File: config.mk
export PLATFORM = sky130hd
export DESIGN_NAME = bbr_pacing_mode_control_top_flat
export DESIGN_NICKNAME = d
export VERILOG_FILES = /design/src/hw/rtl/bbr_pkg.sv /design/src/hw/rtl/bbr_ifs.sv /design/src/hw/rtl/bbr_mul.sv /design/src/hw/rtl/bbr_pacing_mode_control_top.sv /design/src/flat_wrapper.sv
export SDC_FILE = /design/constraint.sdc
export NUM_CORES = 2
export LEC_CHECK = 0
export ABC_AREA = 1
export BUFFER_PORTS_ARGS = -buffer_cell sky130_fd_sc_hd__buf_4
export CAP_MARGIN = 20
export CORE_ASPECT_RATIO = 0.75
export CORE_MARGIN = 5
export CORE_UTILIZATION = 58
export DETAILED_ROUTE_END_ITERATION = 6
export PLACE_DENSITY = 0.89
export RECOVER_POWER = 50
export SYNTH_ARGS = -nofsm -noshare
export SYNTH_HDL_FRONTEND = slang
export SYNTH_HIERARCHICAL = 1
export SYNTH_SLANG_ARGS = --single-unit
File: constraint.sdc
create_clock -name clk -period 10.4 [get_ports clk]
set_clock_uncertainty 0.05 [all_clocks]
set_input_delay 2.08 -clock clk [delete_from_list [all_inputs] [get_ports clk]]
set_output_delay 2.08 -clock clk [all_outputs]
set_load 0.03 [all_outputs]
File: src/hw/rtl/bbr_pkg.sv
// Shared constants and types for the BBR pacing and mode control block.
// No dependencies; the top level imports this package.
package bbr_pkg;

  localparam int PROBE_PHASES = 6;
  localparam int PHASE_W      = (PROBE_PHASES > 2) ? $clog2(PROBE_PHASES) : 1;
  localparam logic [PHASE_W-1:0] PHASE_LAST = PHASE_W'(PROBE_PHASES - 1);

  localparam int GAIN_W = 18;
  localparam logic [GAIN_W-1:0] GAIN_HIGH = 18'd183501;  // 2.8 in Q16
  localparam logic [GAIN_W-1:0] GAIN_LOW  = 18'd23406;   // 1/2.8 in Q16
  localparam logic [GAIN_W-1:0] GAIN_DOWN = 18'd49152;   // 0.75
  localparam logic [GAIN_W-1:0] GAIN_ONE  = 18'd65536;   // 1.0
  localparam logic [GAIN_W-1:0] GAIN_UP   = 18'd81920;   // 1.25
  localparam logic [GAIN_W-1:0] GAIN_TWO  = 18'd131072;  // 2.0

  localparam logic [31:0] WIN_MIN = 32'd10;
  localparam logic [32:0] ROUND_LAG = 33'd3;

  localparam logic [1:0] MODE_START = 2'd0;
  localparam logic [1:0] MODE_DRAIN = 2'd1;
  localparam logic [1:0] MODE_PROBE = 2'd2;

  typedef enum logic [7:0] {
    S_IDLE = 8'b0000_0001,
    S_PROD = 8'b0000_0010,
    S_MODE = 8'b0000_0100,
    S_RATE = 8'b0000_1000,
    S_WLO  = 8'b0001_0000,
    S_WHI  = 8'b0010_0000,
    S_FIN  = 8'b0100_0000,
    S_OUT  = 8'b1000_0000
  } seq_state_t;

endpackage

File: src/hw/rtl/bbr_ifs.sv
// Valid/ready channel interfaces for the measurement item and the result item.
// Depends on nothing; used by the top level ports.
interface bbr_in_if;
  logic        valid;
  logic        ready;
  logic [31:0] min_rtt;
  logic [31:0] max_bandwidth;
  logic [31:0] round_count;
  logic [31:0] unacked;
  logic [47:0] now_time;
  logic [2:0]  start_phase;

  modport source (output valid, min_rtt, max_bandwidth, round_count, unacked,
                  now_time, start_phase, input ready);
  modport sink   (input valid, min_rtt, max_bandwidth, round_count, unacked,
                  now_time, start_phase, output ready);
endinterface

interface bbr_out_if;
  logic        valid;
  logic        ready;
  logic [1:0]  mode;
  logic [2:0]  probe_phase_out;
  logic [33:0] pacing_rate;
  logic [31:0] window_packets;

  modport source (output valid, mode, probe_phase_out, pacing_rate, window_packets,
                  input ready);
  modport sink   (input valid, mode, probe_phase_out, pacing_rate, window_packets,
                  output ready);
endinterface

File: src/hw/rtl/bbr_mul.sv
// Shared 32x32 multiplier with a registered 64-bit product.
// Does not import bbr_pkg; no package items needed.
module bbr_mul (
  input  logic        clk,
  input  logic [31:0] a,
  input  logic [31:0] b,
  output logic [63:0] p
);

  logic [63:0] p_r;

  always_ff @(posedge clk) begin
    p_r <= 64'(a) * 64'(b);
  end

  assign p = p_r;

endmodule

File: src/hw/rtl/bbr_pacing_mode_control_top.sv
// BBR pacing and mode control: one step of simplified BBR per measurement item.
// Depends on bbr_pkg, bbr_ifs (channel interfaces) and bbr_mul.
//
// Each accepted item updates the bandwidth peak, the mode (start, drain, probe
// bandwidth) and the probe phase, then yields one result item with the mode,
// the phase, the pacing rate (bandwidth times a Q16 gain) and the congestion
// window (bandwidth times RTT times a Q16 gain, plus one, at least 10,
// saturating at 32 bits). All products go through a single registered 32x32
// multiplier that a one-hot sequencer uses four times per item: bw*rtt, the
// pacing product, then the low and high halves of the 64-bit window product.
// The result item is valid once the sequencer has passed through S_PROD, S_MODE,
// S_RATE, S_WLO, S_WHI and S_FIN, and waits in its output register until taken;
// the input side is ready again the cycle after that, so a new item is accepted
// only after the last result is taken. Synchronous active-low reset returns
// the block to start mode with a zero peak, zero phase and zero phase time.
module bbr_pacing_mode_control_top
  import bbr_pkg::*;
(
  input  logic           clk,
  input  logic           rst_n,
  bbr_in_if.sink         in_ch,
  bbr_out_if.source      out_ch
);

  // Sequencer and model state
  seq_state_t         state_r, state_nxt;
  logic [1:0]         mode_r, mode_nxt;
  logic [31:0]        peak_bw_r, peak_bw_nxt;
  logic [31:0]        peak_round_r, peak_round_nxt;
  logic [PHASE_W-1:0] phase_r, phase_nxt;
  logic [47:0]        phase_start_r, phase_start_nxt;

  // Latched item fields
  logic [31:0] rtt_r, rtt_nxt;
  logic [31:0] bw_r, bw_nxt;
  logic [31:0] rnd_r, rnd_nxt;
  logic [31:0] flight_r, flight_nxt;
  logic [47:0] now_r, now_nxt;
  logic [2:0]  sp_r, sp_nxt;

  // Intermediate products and results
  logic [63:0] prod_r, prod_nxt;
  logic [63:0] lop_r, lop_nxt;
  logic [33:0] rate_r, rate_nxt;
  logic [31:0] win_r, win_nxt;

  // Shared multiplier
  logic [31:0] mul_a, mul_b;
  logic [63:0] mul_p;

  bbr_mul u_mul (
    .clk (clk),
    .a   (mul_a),
    .b   (mul_b),
    .p   (mul_p)
  );

  // Decision logic
  logic               peak_hit;
  logic               round_hit;
  logic               flight_low;
  logic               enter_probe;
  logic               expired;
  logic [1:0]         mode_a;
  logic [1:0]         mode_b;
  logic [PHASE_W-1:0] sp_clamp;
  logic [PHASE_W-1:0] phase_a;
  logic [GAIN_W-1:0]  rate_gain;
  logic [GAIN_W-1:0]  win_gain;
  logic [50:0]        win_sum;
  logic [38:0]        win_q;
  logic [31:0]        win_calc;

  // New peak when bw exceeds 1.25 times the old peak: bw*4 > peak*5
  assign peak_hit  = ({1'b0, bw_r, 2'b00}) > (35'(peak_bw_r) + {1'b0, peak_bw_r, 2'b00});
  // More than three rounds since the last peak, without wrap
  assign round_hit = (33'(peak_round_r) + ROUND_LAG) < 33'(rnd_r);
  // In-flight below bw*rtt / 2^28; the product is on the multiplier output in S_MODE
  assign flight_low = {4'b0000, flight_r, 28'd0} < mul_p;

  assign sp_clamp = (32'(sp_r) >= PROBE_PHASES) ? PHASE_LAST : PHASE_W'(sp_r);

  assign mode_a      = ((mode_r == MODE_START) && round_hit) ? MODE_DRAIN : mode_r;
  assign enter_probe = (mode_a == MODE_DRAIN) && flight_low;
  assign mode_b      = enter_probe ? MODE_PROBE : mode_a;
  assign phase_a     = enter_probe ? sp_clamp : phase_r;
  // On entry the phase time restarts at now, so only a zero RTT expires it
  assign expired     = enter_probe ? (rtt_r == 32'd0)
                                   : ((49'(phase_start_r) + 49'(rtt_r)) <= 49'(now_r));

  always_comb begin
    case (mode_r)
      MODE_START: rate_gain = GAIN_HIGH;
      MODE_DRAIN: rate_gain = GAIN_LOW;
      default: begin
        if (phase_r == '0) begin
          rate_gain = GAIN_DOWN;
        end else if (phase_r == PHASE_LAST) begin
          rate_gain = GAIN_UP;
        end else begin
          rate_gain = GAIN_ONE;
        end
      end
    endcase
  end

  assign win_gain = (mode_r == MODE_PROBE) ? GAIN_TWO : GAIN_HIGH;

  // Window: floor(prod*gain / 2^44) from the two half products, plus one
  assign win_sum = 51'(mul_p[49:0]) + 51'(lop_r[63:32]);
  assign win_q   = win_sum[50:12];

  always_comb begin
    if (win_q >= 39'h00FFFF_FFFF) begin
      win_calc = 32'hFFFF_FFFF;
    end else if ((win_q[31:0] + 32'd1) < WIN_MIN) begin
      win_calc = WIN_MIN;
    end else begin
      win_calc = win_q[31:0] + 32'd1;
    end
  end

  // Sequencer
  always_comb begin
    state_nxt       = state_r;
    mode_nxt        = mode_r;
    peak_bw_nxt     = peak_bw_r;
    peak_round_nxt  = peak_round_r;
    phase_nxt       = phase_r;
    phase_start_nxt = phase_start_r;
    rtt_nxt         = rtt_r;
    bw_nxt          = bw_r;
    rnd_nxt         = rnd_r;
    flight_nxt      = flight_r;
    now_nxt         = now_r;
    sp_nxt          = sp_r;
    prod_nxt        = prod_r;
    lop_nxt         = lop_r;
    rate_nxt        = rate_r;
    win_nxt         = win_r;
    mul_a           = bw_r;
    mul_b           = rtt_r;

    case (state_r)
      S_IDLE: begin
        if (in_ch.valid) begin
          rtt_nxt    = in_ch.min_rtt;
          bw_nxt     = in_ch.max_bandwidth;
          rnd_nxt    = in_ch.round_count;
          flight_nxt = in_ch.unacked;
          now_nxt    = in_ch.now_time;
          sp_nxt     = in_ch.start_phase;
          state_nxt  = S_PROD;
        end
      end
      S_PROD: begin
        // bw*rtt on the multiplier; take a new peak meanwhile
        if (peak_hit) begin
          peak_bw_nxt    = bw_r;
          peak_round_nxt = rnd_r;
        end
        state_nxt = S_MODE;
      end
      S_MODE: begin
        prod_nxt = mul_p;
        mode_nxt = mode_b;
        if ((mode_b == MODE_PROBE) && expired) begin
          phase_nxt       = (phase_a == PHASE_LAST) ? '0 : phase_a + PHASE_W'(1);
          phase_start_nxt = now_r;
        end else begin
          phase_nxt       = phase_a;
          phase_start_nxt = enter_probe ? now_r : phase_start_r;
        end
        state_nxt = S_RATE;
      end
      S_RATE: begin
        mul_b     = 32'(rate_gain);
        state_nxt = S_WLO;
      end
      S_WLO: begin
        rate_nxt  = mul_p[49:16];
        mul_a     = prod_r[31:0];
        mul_b     = 32'(win_gain);
        state_nxt = S_WHI;
      end
      S_WHI: begin
        lop_nxt   = mul_p;
        mul_a     = prod_r[63:32];
        mul_b     = 32'(win_gain);
        state_nxt = S_FIN;
      end
      S_FIN: begin
        win_nxt   = win_calc;
        state_nxt = S_OUT;
      end
      S_OUT: begin
        // Hold the result item until the sink takes it
        if (out_ch.ready) begin
          state_nxt = S_IDLE;
        end
      end
      default: state_nxt = S_IDLE;
    endcase
  end

  always_ff @(posedge clk) begin
    if (!rst_n) begin
      state_r       <= S_IDLE;
      mode_r        <= MODE_START;
      peak_bw_r     <= '0;
      peak_round_r  <= '0;
      phase_r       <= '0;
      phase_start_r <= '0;
    end else begin
      state_r       <= state_nxt;
      mode_r        <= mode_nxt;
      peak_bw_r     <= peak_bw_nxt;
      peak_round_r  <= peak_round_nxt;
      phase_r       <= phase_nxt;
      phase_start_r <= phase_start_nxt;
    end
  end

  always_ff @(posedge clk) begin
    rtt_r    <= rtt_nxt;
    bw_r     <= bw_nxt;
    rnd_r    <= rnd_nxt;
    flight_r <= flight_nxt;
    now_r    <= now_nxt;
    sp_r     <= sp_nxt;
    prod_r   <= prod_nxt;
    lop_r    <= lop_nxt;
    rate_r   <= rate_nxt;
    win_r    <= win_nxt;
  end

  // Channel outputs
  assign in_ch.ready            = (state_r == S_IDLE);
  assign out_ch.valid           = (state_r == S_OUT);
  assign out_ch.mode            = mode_r;
  assign out_ch.probe_phase_out = 3'(phase_r);
  assign out_ch.pacing_rate     = rate_r;
  assign out_ch.window_packets  = win_r;

endmodule
File: src/flat_wrapper.sv
// flat-port wrapper written by rule: the top's interface ports become plain ports
module bbr_pacing_mode_control_top_flat import bbr_pkg::*;
  (clk, rst_n, in_ch_valid, in_ch_min_rtt, in_ch_max_bandwidth, in_ch_round_count, in_ch_unacked, in_ch_now_time, in_ch_start_phase, in_ch_ready, out_ch_valid, out_ch_mode, out_ch_probe_phase_out, out_ch_pacing_rate, out_ch_window_packets, out_ch_ready);
  bbr_in_if in_ch_i ();
  bbr_out_if out_ch_i ();
  input  logic clk;
  input  logic rst_n;
  input wire logic [$bits(in_ch_i.valid)-1:0] in_ch_valid;
  input wire logic [$bits(in_ch_i.min_rtt)-1:0] in_ch_min_rtt;
  input wire logic [$bits(in_ch_i.max_bandwidth)-1:0] in_ch_max_bandwidth;
  input wire logic [$bits(in_ch_i.round_count)-1:0] in_ch_round_count;
  input wire logic [$bits(in_ch_i.unacked)-1:0] in_ch_unacked;
  input wire logic [$bits(in_ch_i.now_time)-1:0] in_ch_now_time;
  input wire logic [$bits(in_ch_i.start_phase)-1:0] in_ch_start_phase;
  output wire logic [$bits(in_ch_i.ready)-1:0] in_ch_ready;
  output wire logic [$bits(out_ch_i.valid)-1:0] out_ch_valid;
  output wire logic [$bits(out_ch_i.mode)-1:0] out_ch_mode;
  output wire logic [$bits(out_ch_i.probe_phase_out)-1:0] out_ch_probe_phase_out;
  output wire logic [$bits(out_ch_i.pacing_rate)-1:0] out_ch_pacing_rate;
  output wire logic [$bits(out_ch_i.window_packets)-1:0] out_ch_window_packets;
  input wire logic [$bits(out_ch_i.ready)-1:0] out_ch_ready;
  assign in_ch_i.valid = in_ch_valid;
  assign in_ch_i.min_rtt = in_ch_min_rtt;
  assign in_ch_i.max_bandwidth = in_ch_max_bandwidth;
  assign in_ch_i.round_count = in_ch_round_count;
  assign in_ch_i.unacked = in_ch_unacked;
  assign in_ch_i.now_time = in_ch_now_time;
  assign in_ch_i.start_phase = in_ch_start_phase;
  assign in_ch_ready = in_ch_i.ready;
  assign out_ch_valid = out_ch_i.valid;
  assign out_ch_mode = out_ch_i.mode;
  assign out_ch_probe_phase_out = out_ch_i.probe_phase_out;
  assign out_ch_pacing_rate = out_ch_i.pacing_rate;
  assign out_ch_window_packets = out_ch_i.window_packets;
  assign out_ch_i.ready = out_ch_ready;
  bbr_pacing_mode_control_top u_core (.clk(clk), .rst_n(rst_n), .in_ch(in_ch_i), .out_ch(out_ch_i));
endmodule
Word-level counts from Yosys, hierarchy flattened
Cells that the tools add are included.
{ "totals": {"ff_bits": 562, "in_bits": 183, "out_inout_bits": 73, "word_cells": 80} }
{ "op_classes": {"add_sub_neg": 6, "multipliers": 1, "n_lt_le_gt_ge": 7, "n_eq_ne": 16, "mux": 19, "reduce_logical": 13} }
{ "op_table": {"columns": ["operator", "n"], "rows": [
  ["32-bit one-hot mux with 2 select lines", 2],
  ["48-bit 2-to-1 mux", 2],
  ["60-bit by 64-bit < comparator with 1-bit output", 1],
  ["32-bit by 32-bit multiplier with 64-bit output", 1],
  ["8-bit one-hot mux with 8 select lines", 1],
  ["50-bit by 32-bit adder with 51-bit output", 1],
  ["48-bit by 32-bit adder with 49-bit output", 1],
  ["49-bit by 48-bit less-or-equal comparator with 1-bit output", 1],
  ["39-bit by 32-bit >= comparator with 1-bit output, second input constant", 1],
  ["18-bit one-hot mux with 2 select lines", 1],
  ["32-bit by 34-bit adder with 35-bit output", 1],
  ["34-bit by 35-bit > comparator with 1-bit output", 1],
  ["32-bit by 2-bit adder with 33-bit output, second input constant", 1],
  ["33-bit by 32-bit < comparator with 1-bit output", 1],
  ["32-bit by 1-bit adder with 32-bit output, second input constant", 1],
  ["32-bit logical NOT", 1],
  ["32-bit by 4-bit < comparator with 1-bit output, second input constant", 1],
  ["32-bit 2-to-1 mux", 1],
  ["18-bit 2-to-1 mux", 1],
  ["16-bit 2-to-1 mux", 1],
  ["8-bit 2-to-1 mux", 2],
  ["15-bit 2-to-1 mux", 1],
  ["3-bit 2-to-1 mux", 4],
  ["8-bit by 1-bit equality test with 1-bit output, second input constant", 1],
  ["22 further kinds", 32]
]} }

Depth between registers and ports, before layout
{ "depth": {"word_depth": 11, "mapped_depth": 43, "depth_no_buf": 42} }

Hierarchy
Netlist, hierarchy kept.
{ "by_module_without_submodules": {"columns": ["module", "n_inst", "cells_per_inst", "area_each_um2", "seq_area_each_um2"], "rows": [
  ["bbr_mul", 1, 5088, 37657.4, 1281.2],
  ["bbr_pacing_mode_control_top", 1, 3617, 28865.2, 12742.2]
]} }

Worst setup path before layout
No wires, ideal clock.
{ "synth_timing": {"path_type": "input-to-reg", "startpoint": "input port in_ch_valid", "endpoint": "register u_core.bw_r[0], enable pin", "t_arrival_ns": 9.497, "required_time_ns": 9.628, "path_slack_ns": 0.132, "stages": 2, "n_path_buf": 0, "path_cell_list": "inv_1 -> nor2_1"} }
{ "synth_between": {"elab_chain_cells": 1} }
{ "synth_rtl": {"columns": ["element", "line", "text"], "rows": [
  ["from (decl)", "flat_wrapper.sv:8", "input wire logic [$bits(in_ch_i.valid)-1:0] in_ch_valid;"],
  ["2-bit AND reduction (no source line)", null, null],
  ["to (signal assigned)", "bbr_pacing_mode_control_top.sv:226", "bw_r <= bw_nxt;"],
  ["to (decl)", "bbr_pacing_mode_control_top.sv:35", "logic [31:0] bw_r, bw_nxt;"]
]} }
No other way between the ends.
A chain may end at the register's enable or synchronous reset.

Final worst setup path
{ "layout_timing": {"startpoint": "register u_core.state_r[5]", "endpoint": "register u_core.u_mul.p_r[53] (netlist: u_core/u_mul/p[53])"} }
{ "layout_between": {"elab_chain_cells": 4, "word_cells_on_any_way": 7, "cone_classes": "mul: 1; eq/ne: 3; mux: 2; reduce/logical: 1"} }
{ "layout_rtl": {"columns": ["element", "line", "text"], "rows": [
  ["from (decl)", "bbr_pacing_mode_control_top.sv:26", "seq_state_t state_r, state_nxt;"],
  ["from (signal assigned)", "bbr_pacing_mode_control_top.sv:215", "state_r <= state_nxt;"],
  ["8-bit by 5-bit equality test with 1-bit output / 8-bit by 6-bit equality test with 1-bit output (equally long branches)", "bbr_pacing_mode_control_top.sv:144", "case (state_r)"],
  ["2-bit OR reduction (no source line)", null, null],
  ["32-bit one-hot mux with 2 select lines *", "bbr_pacing_mode_control_top.sv:144", null],
  ["net u_core.mul_b[14]", "bbr_pacing_mode_control_top.sv:48", "logic [31:0] mul_a, mul_b;"],
  ["32-bit by 32-bit multiplier with 64-bit output *", "bbr_mul.sv:13", "p_r <= 64'(a) * 64'(b);"],
  ["to (signal assigned)", "bbr_mul.sv:13", null],
  ["to (decl)", "bbr_mul.sv:10", "logic [63:0] p_r;"]
]} }
The timed path passes the listed nets; every way through them passes the cells marked *.

==> reports/qor.csv <==
metric,value,unit
status,"finished, violations left",
violations,"design-rule violations, max-capacitance violations, max-slew violations",
crit_arrival,10.34,ns
path_class,reg -> reg,
tightest_slew,4.282,ns
crit_fanout,17,
relSlewSlack,-185.5,%
seq_area_frac_synth,21.08,%
met1_usage,48.89,%
rows,107,
critPathSlowestCell,nand3_1,
grt_max_degree,172,
fillCellCount,9554,
drc,1,
syn_nets,10287,
cts_tree,yes,
post-dp-hpwl,177.1,mm
final.period_utilization,94.96,%
met2_usage,52.13,%
synthXorXnorAreaFrac,1.883,%
grt_use_total,35.76,%
synth_fa_ha_area_share,36.45,%
layout-drive-gt1-share,6.335,%
muxShareOfSynthArea,0,%
final_cell_mix,"nand2_1, inv_1, fa_1, ha_1, nor2_1",
synth-edff-count,341,
cp-end-kind,register,
clkLatencyLatePin,0.65,ns
port_buffers,255,
ys_async_sr_fraction,0,%
yosysTopAreaCell,fa_1,
synth_top_family_by_area,adder cells,
busiest_layer,met2,
vias,58023,
final_common_cell,nand2_1,
synth_top_cell_area_share,27.02,%
die_y,303.3,µm
drv_cap,2,
ys.flop_type,edfxtp_1,
synth_cell_type_count,55,
syn2layout_area_growth,8.251,%
core_region_area,113700,µm²
hp-class,reg -> reg,
syn_area,66520,µm²
setup_viol,0,
cts_setup_buffers,0,
met3_usage,12.33,%
synth-compound-area-share,3.794,%
gr-total-overflow,0,
final_nets,10473,
fmax,101.3,MHz
yosys_warnings,6,
ios,256,
clock-sinks,530,
initial_core_util,58.53,%
numCtsBuffers,51,
place.gp.congestion,1.071,
clkTransAtPathRegs,0.08,ns
synth.area.top_cells,"fa_1, edfxtp_1, nand2_1, inv_1, ha_1",
die-area,121600,µm²
detail-route-antenna-nets,0,
post_cts_resized,0,
first_global_vias,58168,
antenna_found_initial,10,
yosys.area_share.simple,22.06,%
fin_setup_tns,0,ns
cts_max_level,2,
drt_iter0_drc,6748,
hold_buffers,0,
worstPathRequired,10.86,ns
vias_per_cell,5.544,
detail_route.first_pass.iterations,7,
synth-seq-cells,530,
grt_pass1_wl,335.1,mm
cp-start-kind,register,
root_buffer,clkbuf_16,
hold_viol_final,0,
max_stage_delay,0.74,ns
slew_viol_final,108,
clock_path_buffers,3,
syn_inst,8705,
postRouteWirelength,218.0,mm
synth.avg_cell_area,7.642,µm²
rsz0062_at_grt,false,
final.hold.worst_slack,0.4304,ns
die_w,401.1,µm
wire_per_inst,20.82,µm
fin_crit,9.876,ns
==> kinds of logic (layout without fill, tap and decap cells) <==
kind of cell | after synthesis | in the layout
buffers and inverters | 2589 | 2818
AO/OA/AOI/OAI | 457 | 457
other | 0 | 6
flip-flops | 530 | 530
adder cells (fa/ha/maj) | 1399 | 1399
XOR/XNOR | 143 | 143
AND/OR/NAND/NOR | 3587 | 3587
==> synth_stat cells (2+ instances only) <==
cell and count:
clkbuf_1 229, o21bai_1 18, o21ai_1 21, buf_6 4, o21a_1 10, nor2_4 12
a21boi_0 6, a211oi_1 7, o22ai_1 2, a21o_1 12, nand2_2 30, nor2_1 504
nor3_4 3, nand2_1 2521, nor4_1 35, o211ai_1 15, edfxtp_1 341, nor2_2 34
nor3b_1 2, buf_2 7, nand3_1 245, o21ai_0 92, nor3_2 8, dfxtp_1 189
inv_1 2320, a31oi_1 13, nor3_1 64, ha_1 501, buf_4 9, xor2_1 106
a21oi_1 250, nand4_1 104, nand3_2 15, o31ai_1 3, fa_1 898, xnor2_1 37
nand3b_1 4, inv_2 14, clkinv_1 4
==> state kept, by name, indices dropped and copies added (netlist names) <==
| name | count |
|---|---|
| u_core/out_ch.window_packets | 32 |
| u_core/out_ch.mode | 2 |
| u_core/state_r | 8 |
| u_core/flight_r | 32 |
| u_core/sp_r | 3 |
| u_core/rnd_r | 32 |
| u_core/rtt_r | 32 |
| u_core/peak_bw_r | 32 |
| u_core/peak_round_r | 32 |
| u_core/prod_r | 64 |
| u_core/phase_start_r | 48 |
| u_core/now_r | 48 |
| u_core/lop_r | 32 |
| u_core/bw_r | 32 |
| u_core/u_mul/p | 64 |
| u_core/out_ch.probe_phase_out | 3 |
| u_core/out_ch.pacing_rate | 34 |
==> through the flow <==
stage	area, µm²	cells	util (%)	setup WS [ns]
2_1_floorplan	66520	8705	-	0.1317
3_3_place_gp	70420	10363	61.95	0.8792
3_5_place_dp	70420	10363	61.95	0.8728
4_1_cts	72150	10459	63.48	0.7864
5_1_grt	72000	10460	63.34	0.2319
6_report	72010	10466	63.36	0.5239
==> worst paths after layout <==
kind | start | slack (ns) | depth (start not counted) | end
max | u_core/state_r[5] | 0.52 | 34 | u_core/u_mul/p[53]
min | u_core/u_mul/p[9] | 0.43 | 0 | u_core/prod_r[9]
max reg2reg | u_core/state_r[5] | 0.52 | 34 | u_core/u_mul/p[53]
min reg2reg | u_core/u_mul/p[9] | 0.43 | 0 | u_core/prod_r[9]
==> routing by layer <==
metal  wire, µm  vias up
met4      11150        6
met1      84490    27344
met5        167        -
li1           -    26063
met3      32400      675
met2      89760     3935
==> final cells by class <==
| cell class | count | area [µm²] | area share (%) |
|---|---|---|---|
| multi-input cells | 5586 | 42760 | 59.38 |
| clock inverters | 29 | 302.8 | 0.4205 |
| flip-flops and latches | 530 | 14020 | 19.47 |
| well taps | 1526 | 1909 | 2.651 |
| inverters | 2339 | 8781 | 12.19 |
| clock buffers | 67 | 1429 | 1.984 |
| diodes | 6 | 15.01 | 0.02085 |
| repair buffers | 383 | 2793 | 3.878 |
==> critical path: cells and delay by family, from the launching register on <==
family | cells | cell delay (ns)
and+or+nand+nor | 15 | 3.00
buffers and inverters | 10 | 1.53
DFF | 1 | 0.34
adders and majority gates | 9 | 4.77
Power is left out: the tool's default activity adds up to more than one toggle a clock period on the data nets, which glitch-free logic cannot reach.
